$ cat src/design/tksl_pkg.sv
// Shared types and constants for the top-k score list.
package tksl_pkg;

    localparam int OPC_W   = 2;
    localparam int SCORE_W = 32;
    localparam int TAG_W   = 16;
    localparam int SLOT_W  = 4;
    localparam int COUNT_W = 5;

    typedef logic signed [SCORE_W-1:0] score_t;
    typedef logic [TAG_W-1:0]          tag_t;

    localparam score_t SCORE_MIN = 32'sh8000_0000;

    localparam logic [OPC_W-1:0] OP_INSERT    = 2'd0;
    localparam logic [OPC_W-1:0] OP_OVERWRITE = 2'd1;
    localparam logic [OPC_W-1:0] OP_CLEAR     = 2'd2;

    // Command kinds after the front end has folded in the mode bit
    typedef enum logic [2:0] {
        CMD_NOP,
        CMD_SORTED,
        CMD_APPEND,
        CMD_OVERWRITE,
        CMD_CLEAR
    } cmd_kind_t;

    typedef struct packed {
        cmd_kind_t         kind;
        score_t            score;
        tag_t              tag;
        logic [SLOT_W-1:0] slot;
    } cmd_t;

    typedef struct packed {
        score_t score;
        tag_t   tag;
    } entry_t;

endpackage

$ cat src/design/tksl_if.sv
// Valid/ready channel interfaces for request and result items.
interface tksl_in_if
    import tksl_pkg::*;
();
    logic               valid;
    logic               ready;
    logic [OPC_W-1:0]   opcode;
    score_t             new_score;
    tag_t               new_tag;
    logic [SLOT_W-1:0]  slot_index;

    modport source (output valid, opcode, new_score, new_tag, slot_index, input ready);
    modport sink   (input valid, opcode, new_score, new_tag, slot_index, output ready);
endinterface

interface tksl_out_if
    import tksl_pkg::*;
();
    logic               valid;
    logic               ready;
    logic               accepted;
    logic               evicted_valid;
    tag_t               evicted_tag;
    logic [COUNT_W-1:0] entry_count;
    logic               best_valid;
    tag_t               best_tag;
    score_t             best_score;

    modport source (output valid, accepted, evicted_valid, evicted_tag, entry_count,
                    best_valid, best_tag, best_score, input ready);
    modport sink   (input valid, accepted, evicted_valid, evicted_tag, entry_count,
                    best_valid, best_tag, best_score, output ready);
endinterface

$ cat src/design/tksl_front.sv
// Front end: takes request items and classifies them into commands.
module tksl_front
    import tksl_pkg::*;
(
    input  logic       sorted_mode,
    tksl_in_if.sink    req,
    input  logic       q_full,
    output logic       q_push,
    output cmd_t       q_data
);

    assign req.ready = !q_full;
    assign q_push    = req.valid && !q_full;

    always_comb
    begin
        q_data.score = req.new_score;
        q_data.tag   = req.new_tag;
        q_data.slot  = req.slot_index;
        case (req.opcode)
            OP_INSERT:    q_data.kind = sorted_mode ? CMD_SORTED : CMD_APPEND;
            OP_OVERWRITE: q_data.kind = CMD_OVERWRITE;
            OP_CLEAR:     q_data.kind = CMD_CLEAR;
            default:      q_data.kind = CMD_NOP;
        endcase
    end

endmodule

$ cat src/design/tksl_cmd_fifo.sv
// Two-entry command queue between the front end and the list engine.
module tksl_cmd_fifo
    import tksl_pkg::*;
(
    input  logic clk,
    input  logic rst_n,
    input  logic push,
    input  cmd_t push_data,
    output logic full,
    input  logic pop,
    output logic not_empty,
    output cmd_t head
);

    cmd_t       slot_reg [2];
    logic       wr_ptr_reg, wr_ptr_next;
    logic       rd_ptr_reg, rd_ptr_next;
    logic [1:0] fill_reg, fill_next;
    logic       do_push, do_pop;

    assign full      = (fill_reg == 2'd2);
    assign not_empty = (fill_reg != 2'd0);
    assign head      = slot_reg[rd_ptr_reg];
    assign do_push   = push && !full;
    assign do_pop    = pop && not_empty;

    always_comb
    begin
        wr_ptr_next = do_push ? !wr_ptr_reg : wr_ptr_reg;
        rd_ptr_next = do_pop ? !rd_ptr_reg : rd_ptr_reg;
        fill_next   = fill_reg;
        if (do_push && !do_pop)
        begin
            fill_next = fill_reg + 2'd1;
        end
        else if (do_pop && !do_push)
        begin
            fill_next = fill_reg - 2'd1;
        end
    end

    always_ff @(posedge clk or negedge rst_n)
    begin
        if (!rst_n)
        begin
            wr_ptr_reg <= 1'b0;
            rd_ptr_reg <= 1'b0;
            fill_reg   <= 2'd0;
        end
        else
        begin
            wr_ptr_reg <= wr_ptr_next;
            rd_ptr_reg <= rd_ptr_next;
            fill_reg   <= fill_next;
        end
    end

    always_ff @(posedge clk)
    begin
        if (do_push)
        begin
            slot_reg[wr_ptr_reg] <= push_data;
        end
    end

endmodule

$ cat src/design/tksl_back.sv
// List engine: slot memory, insert/shift sequencer, best-entry scan, result register.
module tksl_back
    import tksl_pkg::*;
#(
    parameter int CAPACITY = 16
)
(
    input  logic        clk,
    input  logic        rst_n,
    input  logic        cmd_valid,
    input  cmd_t        cmd,
    output logic        cmd_pop,
    tksl_out_if.source  rsp
);

    localparam int IW = (CAPACITY > 1) ? $clog2(CAPACITY) : 1;
    localparam int CW = $clog2(CAPACITY + 1);
    localparam int XW = (CW > SLOT_W) ? CW : SLOT_W;
    localparam logic [CW-1:0] CAP_C  = CW'(CAPACITY);
    localparam logic [IW-1:0] LAST_C = IW'(CAPACITY - 1);

    typedef enum logic [6:0] {
        S_IDLE     = 7'b0000001,
        S_EVICT    = 7'b0000010,
        S_OVR      = 7'b0000100,
        S_WALK_RD  = 7'b0001000,
        S_WALK_CMP = 7'b0010000,
        S_SCAN     = 7'b0100000,
        S_DONE     = 7'b1000000
    } state_t;

    state_t          state_reg, state_next;
    logic [CW-1:0]   count_reg, count_next;
    score_t          floor_reg, floor_next;
    cmd_t            cur_reg, cur_next;
    logic [IW-1:0]   idx_reg, idx_next;
    logic [CW-1:0]   scan_reg, scan_next;
    logic            pend_reg, pend_next;
    logic            pend_last_reg, pend_last_next;
    logic            acc_reg, acc_next;
    logic            ev_valid_reg, ev_valid_next;
    tag_t            ev_tag_reg, ev_tag_next;
    logic            best_valid_reg, best_valid_next;
    tag_t            best_tag_reg, best_tag_next;
    score_t          best_score_reg, best_score_next;

    logic               rsp_valid_reg;
    logic               rsp_acc_reg;
    logic               rsp_ev_valid_reg;
    tag_t               rsp_ev_tag_reg;
    logic [COUNT_W-1:0] rsp_count_reg;
    logic               rsp_best_valid_reg;
    tag_t               rsp_best_tag_reg;
    score_t             rsp_best_score_reg;
    logic               out_load;

    entry_t          mem [CAPACITY];
    entry_t          rd_reg;
    logic            mem_we, mem_re;
    logic [IW-1:0]   mem_waddr, mem_raddr;
    entry_t          mem_wdata;

    logic [XW-1:0]   slot_x, count_x;

    assign slot_x  = XW'(cmd.slot);
    assign count_x = XW'(count_reg);

    always_comb
    begin
        state_next      = state_reg;
        count_next      = count_reg;
        floor_next      = floor_reg;
        cur_next        = cur_reg;
        idx_next        = idx_reg;
        scan_next       = scan_reg;
        pend_next       = 1'b0;
        pend_last_next  = 1'b0;
        acc_next        = acc_reg;
        ev_valid_next   = ev_valid_reg;
        ev_tag_next     = ev_tag_reg;
        best_valid_next = best_valid_reg;
        best_tag_next   = best_tag_reg;
        best_score_next = best_score_reg;
        mem_we          = 1'b0;
        mem_waddr       = idx_reg;
        mem_wdata       = '{score: cur_reg.score, tag: cur_reg.tag};
        mem_re          = 1'b0;
        mem_raddr       = idx_reg;
        cmd_pop         = 1'b0;
        out_load        = 1'b0;

        case (state_reg)
            S_IDLE:
            begin
                if (cmd_valid)
                begin
                    cmd_pop         = 1'b1;
                    cur_next        = cmd;
                    acc_next        = 1'b0;
                    ev_valid_next   = 1'b0;
                    ev_tag_next     = '0;
                    best_valid_next = 1'b0;
                    best_tag_next   = '0;
                    best_score_next = SCORE_MIN;
                    scan_next       = '0;
                    state_next      = S_SCAN;
                    mem_wdata       = '{score: cmd.score, tag: cmd.tag};
                    case (cmd.kind)
                        CMD_SORTED:
                        begin
                            if (count_reg == '0)
                            begin
                                // empty list takes anything, floor or not
                                mem_we     = 1'b1;
                                mem_waddr  = '0;
                                count_next = CW'(1);
                                acc_next   = 1'b1;
                            end
                            else if ($signed(cmd.score) >= $signed(floor_reg))
                            begin
                                acc_next = 1'b1;
                                if (count_reg < CAP_C)
                                begin
                                    idx_next   = IW'(count_reg);
                                    count_next = count_reg + CW'(1);
                                    state_next = S_WALK_RD;
                                end
                                else
                                begin
                                    // full: fetch the worst entry's tag before replacing it
                                    idx_next   = LAST_C;
                                    mem_re     = 1'b1;
                                    mem_raddr  = LAST_C;
                                    state_next = S_EVICT;
                                end
                            end
                        end
                        CMD_APPEND:
                        begin
                            if (count_reg < CAP_C)
                            begin
                                mem_we     = 1'b1;
                                mem_waddr  = IW'(count_reg);
                                count_next = count_reg + CW'(1);
                                acc_next   = 1'b1;
                            end
                        end
                        CMD_OVERWRITE:
                        begin
                            if (slot_x < count_x)
                            begin
                                idx_next   = IW'(slot_x);
                                mem_re     = 1'b1;
                                mem_raddr  = IW'(slot_x);
                                state_next = S_OVR;
                            end
                        end
                        CMD_CLEAR:
                        begin
                            count_next = '0;
                            floor_next = SCORE_MIN;
                        end
                        default:
                        begin
                        end
                    endcase
                end
            end
            S_EVICT:
            begin
                ev_valid_next = 1'b1;
                ev_tag_next   = rd_reg.tag;
                state_next    = S_WALK_RD;
            end
            S_OVR:
            begin
                ev_valid_next = 1'b1;
                ev_tag_next   = rd_reg.tag;
                acc_next      = 1'b1;
                mem_we        = 1'b1;
                state_next    = S_SCAN;
            end
            S_WALK_RD:
            begin
                if (idx_reg == '0)
                begin
                    mem_we     = 1'b1;
                    state_next = S_SCAN;
                end
                else
                begin
                    mem_re     = 1'b1;
                    mem_raddr  = idx_reg - IW'(1);
                    state_next = S_WALK_CMP;
                end
            end
            S_WALK_CMP:
            begin
                mem_we = 1'b1;
                // ties move down too: the newcomer passes equal scores
                if ($signed(rd_reg.score) <= $signed(cur_reg.score))
                begin
                    mem_wdata  = rd_reg;
                    idx_next   = idx_reg - IW'(1);
                    state_next = S_WALK_RD;
                end
                else
                begin
                    state_next = S_SCAN;
                end
            end
            S_SCAN:
            begin
                if (scan_reg < count_reg)
                begin
                    mem_re         = 1'b1;
                    mem_raddr      = IW'(scan_reg);
                    scan_next      = scan_reg + CW'(1);
                    pend_next      = 1'b1;
                    pend_last_next = (scan_reg == count_reg - CW'(1));
                end
                else if (!pend_reg)
                begin
                    state_next = S_DONE;
                end
                if (pend_reg)
                begin
                    if ($signed(rd_reg.score) > $signed(best_score_reg))
                    begin
                        best_valid_next = 1'b1;
                        best_tag_next   = rd_reg.tag;
                        best_score_next = rd_reg.score;
                    end
                    // full after a sorted insert: floor follows the last entry
                    if (pend_last_reg && cur_reg.kind == CMD_SORTED && count_reg == CAP_C)
                    begin
                        floor_next = rd_reg.score;
                    end
                end
            end
            S_DONE:
            begin
                if (!rsp_valid_reg || rsp.ready)
                begin
                    out_load   = 1'b1;
                    state_next = S_IDLE;
                end
            end
            default:
            begin
                state_next = S_IDLE;
            end
        endcase
    end

    always_ff @(posedge clk or negedge rst_n)
    begin
        if (!rst_n)
        begin
            state_reg     <= S_IDLE;
            count_reg     <= '0;
            floor_reg     <= SCORE_MIN;
            pend_reg      <= 1'b0;
            rsp_valid_reg <= 1'b0;
        end
        else
        begin
            state_reg <= state_next;
            count_reg <= count_next;
            floor_reg <= floor_next;
            pend_reg  <= pend_next;
            if (out_load)
            begin
                rsp_valid_reg <= 1'b1;
            end
            else if (rsp.ready)
            begin
                rsp_valid_reg <= 1'b0;
            end
        end
    end

    always_ff @(posedge clk)
    begin
        cur_reg        <= cur_next;
        idx_reg        <= idx_next;
        scan_reg       <= scan_next;
        pend_last_reg  <= pend_last_next;
        acc_reg        <= acc_next;
        ev_valid_reg   <= ev_valid_next;
        ev_tag_reg     <= ev_tag_next;
        best_valid_reg <= best_valid_next;
        best_tag_reg   <= best_tag_next;
        best_score_reg <= best_score_next;
        if (out_load)
        begin
            rsp_acc_reg        <= acc_reg;
            rsp_ev_valid_reg   <= ev_valid_reg;
            rsp_ev_tag_reg     <= ev_tag_reg;
            rsp_count_reg      <= COUNT_W'(count_reg);
            rsp_best_valid_reg <= best_valid_reg;
            rsp_best_tag_reg   <= best_tag_reg;
            rsp_best_score_reg <= best_score_reg;
        end
    end

    always_ff @(posedge clk)
    begin
        if (mem_we)
        begin
            mem[mem_waddr] <= mem_wdata;
        end
    end

    always_ff @(posedge clk)
    begin
        if (mem_re)
        begin
            rd_reg <= mem[mem_raddr];
        end
    end

    assign rsp.valid         = rsp_valid_reg;
    assign rsp.accepted      = rsp_acc_reg;
    assign rsp.evicted_valid = rsp_ev_valid_reg;
    assign rsp.evicted_tag   = rsp_ev_tag_reg;
    assign rsp.entry_count   = rsp_count_reg;
    assign rsp.best_valid    = rsp_best_valid_reg;
    assign rsp.best_tag      = rsp_best_tag_reg;
    assign rsp.best_score    = rsp_best_score_reg;

    a_count_bound: assert property (@(posedge clk) disable iff (!rst_n)
        count_reg <= CAP_C)
        else $error("entry count above capacity");

    a_evict_means_taken: assert property (@(posedge clk) disable iff (!rst_n)
        rsp_valid_reg && rsp_ev_valid_reg |-> rsp_acc_reg)
        else $error("eviction reported without acceptance");

    a_best_above_min: assert property (@(posedge clk) disable iff (!rst_n)
        rsp_valid_reg && rsp_best_valid_reg |-> rsp_best_score_reg != SCORE_MIN)
        else $error("best entry flagged at the lowest score");

    a_clear_empties: assert property (@(posedge clk) disable iff (!rst_n)
        cmd_pop && cmd.kind == CMD_CLEAR |=> count_reg == '0 && floor_reg == SCORE_MIN)
        else $error("clear left entries or floor behind");

    a_walk_in_list: assert property (@(posedge clk) disable iff (!rst_n)
        state_reg == S_WALK_CMP |-> CW'(idx_reg) < count_reg)
        else $error("shift walk outside the held entries");

endmodule

$ cat src/design/top_k_score_list_core.sv
// Top level of the top-k score list: mode register, front end, queue, list engine.
//
//   channel   dir  handshake          payload
//   req       in   valid/ready        opcode, new_score, new_tag, slot_index
//   rsp       out  valid/ready        accepted, evicted_*, entry_count, best_*
//   cfg       in   cfg_wr_en strobe   cfg_wr_data -> sorted_mode
//
// One item is worked at a time by the engine over its single-port slot memory: a
// scan then reads the held entries for the best one, one slot a cycle. A sorted insert
// first walks up the list, a read and a compare for each entry it moves past; a
// full-list eviction or an overwrite first reads the slot it replaces. Reset empties
// the list and sets sorted mode; slot contents need no clearing.
// A two-entry queue keeps taking items while the result register waits on rsp.
module top_k_score_list_core
    import tksl_pkg::*;
#(
    parameter int CAPACITY = 16
)
(
    input  logic        clk,
    input  logic        rst_n,
    input  logic        cfg_wr_en,
    input  logic        cfg_wr_data,
    tksl_in_if.sink     req,
    tksl_out_if.source  rsp
);

    logic sorted_mode_reg;
    logic q_push, q_full, q_pop, q_not_empty;
    cmd_t q_data, q_head;

    always_ff @(posedge clk or negedge rst_n)
    begin
        if (!rst_n)
        begin
            sorted_mode_reg <= 1'b1;
        end
        else if (cfg_wr_en)
        begin
            sorted_mode_reg <= cfg_wr_data;
        end
    end

    tksl_front u_front (
        .sorted_mode (sorted_mode_reg),
        .req         (req),
        .q_full      (q_full),
        .q_push      (q_push),
        .q_data      (q_data)
    );

    tksl_cmd_fifo u_fifo (
        .clk       (clk),
        .rst_n     (rst_n),
        .push      (q_push),
        .push_data (q_data),
        .full      (q_full),
        .pop       (q_pop),
        .not_empty (q_not_empty),
        .head      (q_head)
    );

    tksl_back #(
        .CAPACITY (CAPACITY)
    ) u_back (
        .clk       (clk),
        .rst_n     (rst_n),
        .cmd_valid (q_not_empty),
        .cmd       (q_head),
        .cmd_pop   (q_pop),
        .rsp       (rsp)
    );

endmodule

$ cat src/flat_wrapper.sv
// flat-port wrapper written by rule: the top's interface ports become plain ports
module top_k_score_list_core_flat import tksl_pkg::*;
#(
    parameter int CAPACITY = 16
)
  (clk, rst_n, cfg_wr_en, cfg_wr_data, req_valid, req_opcode, req_new_score, req_new_tag, req_slot_index, req_ready, rsp_valid, rsp_accepted, rsp_evicted_valid, rsp_evicted_tag, rsp_entry_count, rsp_best_valid, rsp_best_tag, rsp_best_score, rsp_ready);
  tksl_in_if req_i ();
  tksl_out_if rsp_i ();
  input  logic clk;
  input  logic rst_n;
  input  logic cfg_wr_en;
  input  logic cfg_wr_data;
  input wire logic [$bits(req_i.valid)-1:0] req_valid;
  input wire logic [$bits(req_i.opcode)-1:0] req_opcode;
  input wire logic [$bits(req_i.new_score)-1:0] req_new_score;
  input wire logic [$bits(req_i.new_tag)-1:0] req_new_tag;
  input wire logic [$bits(req_i.slot_index)-1:0] req_slot_index;
  output wire logic [$bits(req_i.ready)-1:0] req_ready;
  output wire logic [$bits(rsp_i.valid)-1:0] rsp_valid;
  output wire logic [$bits(rsp_i.accepted)-1:0] rsp_accepted;
  output wire logic [$bits(rsp_i.evicted_valid)-1:0] rsp_evicted_valid;
  output wire logic [$bits(rsp_i.evicted_tag)-1:0] rsp_evicted_tag;
  output wire logic [$bits(rsp_i.entry_count)-1:0] rsp_entry_count;
  output wire logic [$bits(rsp_i.best_valid)-1:0] rsp_best_valid;
  output wire logic [$bits(rsp_i.best_tag)-1:0] rsp_best_tag;
  output wire logic [$bits(rsp_i.best_score)-1:0] rsp_best_score;
  input wire logic [$bits(rsp_i.ready)-1:0] rsp_ready;
  assign req_i.valid = req_valid;
  assign req_i.opcode = req_opcode;
  assign req_i.new_score = req_new_score;
  assign req_i.new_tag = req_new_tag;
  assign req_i.slot_index = req_slot_index;
  assign req_ready = req_i.ready;
  assign rsp_valid = rsp_i.valid;
  assign rsp_accepted = rsp_i.accepted;
  assign rsp_evicted_valid = rsp_i.evicted_valid;
  assign rsp_evicted_tag = rsp_i.evicted_tag;
  assign rsp_entry_count = rsp_i.entry_count;
  assign rsp_best_valid = rsp_i.best_valid;
  assign rsp_best_tag = rsp_i.best_tag;
  assign rsp_best_score = rsp_i.best_score;
  assign rsp_i.ready = rsp_ready;
  top_k_score_list_core #(.CAPACITY(CAPACITY)) u_core (.clk(clk), .rst_n(rst_n), .cfg_wr_en(cfg_wr_en), .cfg_wr_data(cfg_wr_data), .req(req_i), .rsp(rsp_i));
endmodule
$ cat config.mk
export PLATFORM = sky130hd
export DESIGN_NAME = top_k_score_list_core_flat
export DESIGN_NICKNAME = d
export VERILOG_FILES = /design/src/design/tksl_pkg.sv /design/src/design/tksl_if.sv /design/src/design/tksl_front.sv /design/src/design/tksl_cmd_fifo.sv /design/src/design/tksl_back.sv /design/src/design/top_k_score_list_core.sv /design/src/flat_wrapper.sv
export SDC_FILE = /design/constraint.sdc
export NUM_CORES = 1
export LEC_CHECK = 0
export BUFFER_PORTS_ARGS = -buffer_cell sky130_fd_sc_hd__buf_2
export CORE_MARGIN = 2
export CORE_UTILIZATION = 39
export CTS_CLUSTER_DIAMETER = 50
export DETAILED_ROUTE_END_ITERATION = 10
export PLACE_DENSITY = 0.58
export SYNTH_ARGS = -nofsm -noshare
export SYNTH_HDL_FRONTEND = slang
export SYNTH_SLANG_ARGS = --single-unit
$ cat constraint.sdc
create_clock -name clk -period 11.73 [get_ports clk]
set_input_delay 1.7595 -clock clk [delete_from_list [all_inputs] [get_ports clk]]
set_output_delay 1.7595 -clock clk [all_outputs]
set_load 0.03 [all_outputs]
==> results.py <==
metrics = {
    "detailed_routing": {
        "wl_met1_microns": 58000,
        "first_iter_violations": 2720,
        "route.antenna.remaining_nets": 0,
        "drc": 0,
        "wl_met2_microns": 58400,
        "wl_per_cell_microns": 26.1,
        "wirelength_microns": 127000,
        "vias_per_cell": 5.51,
        "vias": 26790,
        "top_layer": "met4",
        "firstDrtPassIters": 7,
        "wl_met3_microns": 7730,
    },
    "sta": {
        "maxSlewViolCount": 0,
        "tns_ps": 0,
        "finalHoldViolations": 0,
        "skew_ps": 32.9,
        "slew_headroom_pct": 20.2,
        "period_needed_ps": 6460,
        "hold_ws_ps": 413,
        "min_period_over_period_pct": 55.1,
        "fin_ws_ps": 5270,
        "rsz0062_at_grt": "false",
        "worst_pin_slew_ps": 1190,
        "max_freq_mhz": 155,
        "setup_viol": 0,
    },
    "hold_path": {
        "min-delay-start": "u_core.u_back.best_tag_reg[3]$_SDFFCE_PN0P_",
        "hold_end": "u_core.u_back.rsp.best_tag[3]$_DFFE_PP_",
        "hold_depth": 0,
        "min_path_type": "reg2reg",
    },
    "yosys": {
        "synth_edf_count": 1125,
        "async_reset_ff_share_pct": 4.33,
        "syn_area_sq_mm": 0.0490,
        "avgSynthCellArea_sq_um": 16.7,
        "ys_types": 89,
        "synth_largest_area_cell": "edfxtp_1",
        "synth.ff_latch_count": 1177,
        "syn_inst": 2937,
        "synth_ff_type": "edfxtp_1",
        "yosysMostFrequentCell": "edfxtp_1",
        "synth-seq-area-share_pct": 71.6,
        "synth_common_cells": "edfxtp_1, mux2_2, mux2i_1, nand3_1, inv_1",
        "yosysTopAreaCellShare_pct": 68.9,
        "synth_area_leaders": "edfxtp_1, mux2_2, mux2i_1, ha_1, dfrtp_1",
        "synth.yosys.warnings": 0,
        "syn_nets": 3107,
    },
    "floorplanning": {
        "row_count": 130,
        "dieArea_sq_mm": 0.129,
        "initial_utilization_pct": 39.2,
        "io-pin-count": 134,
        "core_area_sq_mm": 0.125,
        "die-height_microns": 358,
        "die_x_microns": 358,
    },
    "power_and_ir_drop": {
        "power_mw": 16.4,
        "cellPowerDensity_mw_per_mm2": 295,
        "p_leak_nw": 19.4,
        "ir_drop_mv": 0.226,
    },
    "cts": {
        "cts_tree": "yes",
        "cts-root-buf": "clkbuf_16",
        "cts_hold_buffers": 0,
        "post_cts_buffers": 0,
        "cts_inserted_buffers": 133,
        "ctsResizeCount": 0,
        "clkLatencyLatePin_ps": 750,
        "cts_buffer_depth": 3,
        "cts_sinks": 1177,
        "cts_max_level": 4,
        "clk_pin_slew_ps": 60,
    },
    "worst_setup_path": {
        "start_kind": "flop",
        "rr_endpoint": "u_core.u_back.rd_reg[33]$_DFFE_PP_",
        "crit_type": "reg2reg",
        "crit_fanout": 130,
        "critical_path_arrival_ps": 6940,
        "ff2ff_setup_slack_ps": 5270,
        "r2r_cells": 14,
        "r2r-start": "u_core.u_fifo.rd_ptr_reg$_DFFE_PN0P_",
        "worst_setup_path_end_kind": "flop",
        "cp.required_ps": 12210,
    },
    "grt": {
        "grt_pass1_wl_microns": 183000,
        "antenna_found_initial": 5,
        "grt_max_degree": 131,
        "track_usage_pct": 19.8,
        "gr-total-overflow": 0,
        "grt_pass1_vias": 26447,
    },
    "place": {
        "pre_cts_ws_ps": 5190,
        "io_buffers": 133,
        "gp_congestion": 0.864,
        "placed_cell_area_sq_mm": 0.0515,
        "hpwl_microns": 69100,
    },
    "layout": {
        "largest_reg_flops": 768,
        "drive_gt1_share_pct": 24.0,
        "nets": 3283,
        "diodes": 0,
        "syn2layout_area_growth_pct": 13.8,
        "layout.cell_area.non_filler_sq_mm": 0.0558,
    },
    "job": {
        "drv_cap": 0,
    },
    "status": {
        "status": "finished, final reports clean",
    },
}
-- layer usage --
| metal | up-vias | global-route usage [%] |
|---|---|---|
| li1 | 11896 | - |
| met1 | 13822 | 28.2 |
| met2 | 894 | 31.0 |
| met3 | 178 | 3.00 |
| met4 | 0 | 6.47 |
| met5 | - | 0 |
-- report_power, final --
| group | total, mW | switching [mW] | internal, mW | leakage [nW] |
|---|---|---|---|---|
| clock network | 4.04 | 1.64 | 2.40 | 2.06 |
| registers | 6.55 | 0.338 | 6.21 | 11.0 |
| logic | 5.85 | 3.87 | 1.98 | 6.41 |
-- cells in the final DEF (no fill, tap or decap), types with 9 or more instances in the layout --
cell / netlist / final
edfxtp_1: 1125 / 1125
mux2_2: 311 / 311
mux2i_1: 173 / 173
clkbuf_16: 0 / 137
buf_2: 50 / 133
nand3_1: 119 / 119
inv_1: 115 / 113
and2_1: 111 / 111
ha_1: 110 / 110
o22ai_1: 95 / 94
nand2_1: 60 / 60
a221o_1: 49 / 49
dfrtp_1: 48 / 47
nor2_1: 60 / 43
buf_4: 7 / 42
a21oi_1: 42 / 41
nor3_1: 41 / 41
o21ai_0: 30 / 30
a21o_1: 29 / 29
clkbuf_1: 51 / 28
clkinv_1: 0 / 25
o2111ai_1: 24 / 24
nor3_2: 21 / 21
nand4_1: 21 / 21
clkinv_2: 0 / 19
a22o_1: 17 / 17
nor2_4: 0 / 17
mux2_1: 12 / 12
o21a_1: 11 / 11
bufinv_16: 0 / 11
nand2b_1: 10 / 10
o2111ai_2: 10 / 10
nor2b_1: 10 / 9
xnor2_1: 9 / 9
mux2_4: 9 / 9
-- through the flow --
step	std cells	utilization, %
after floorplan	2937	-
after global placement	4628	41.2
after detailed placement	4628	41.2
after CTS	4865	44.6
after global routing	4865	44.6
final	4865	44.6
-- layout make-up --
| type | instances | area [sq um] |
|---|---|---|
| fillers | 10956 | 69300 |
| flip-flops and latches | 1177 | 35100 |
| multi-input cells | 1508 | 12900 |
| clock buffers | 168 | 3570 |
| well taps | 1650 | 2060 |
| repair buffers | 177 | 1020 |
| clock inverters | 69 | 646 |
| inverters | 116 | 438 |
-- worst max-delay path by stage --
stage | from | endpoint | slack, ps
floorplan | u_core.u_back.rd_reg[33]$_DFFE_PP_ | u_core.u_back.best_score_reg[0]$_DFFE_PP_ | 5480
global placement | u_core.u_fifo.rd_ptr_reg$_DFFE_PN0P_ | u_core.u_back.rd_reg[33]$_DFFE_PP_ | 5260
detailed placement | u_core.u_fifo.rd_ptr_reg$_DFFE_PN0P_ | u_core.u_back.rd_reg[33]$_DFFE_PP_ | 5190
CTS | u_core.u_fifo.rd_ptr_reg$_DFFE_PN0P_ | u_core.u_back.rd_reg[33]$_DFFE_PP_ | 5200
global route | u_core.u_fifo.rd_ptr_reg$_DFFE_PN0P_ | u_core.u_back.rd_reg[25]$_DFFE_PP_ | 4940
finish | u_core.u_fifo.rd_ptr_reg$_DFFE_PN0P_ | u_core.u_back.rd_reg[33]$_DFFE_PP_ | 5270
-- logic make-up (layout without fill, tap and decap cells) --
group                      after synthesis  after routing  synth area share (%)
muxes                                  505            505                  11.2
adders and majority gates              110            110                  2.81
and+or+nand+nor                        498            498                  5.65
buffers and inverters                  252            530                  2.46
AOI/OAI and AO/OA                      380            380                  6.00
xor gates and xnor gates                15             15                 0.268
DFF                                   1177           1177                  71.6
-- worst max-delay path, cell delays in order, from the launching register on --
cell and delay (ps):
dfrtp_4 830, buf_4 550, mux2_2 420, ha_1 320
nand4_1 190, nor4_1 420, nand2_1 190, a31o_2 300
and3_1 330, o21ai_4 220, buf_12 590, buf_4 970
mux2_2 420, o2111ai_1 260, nor3_2 80
Note: power is estimated with default switching activity, not from simulation.
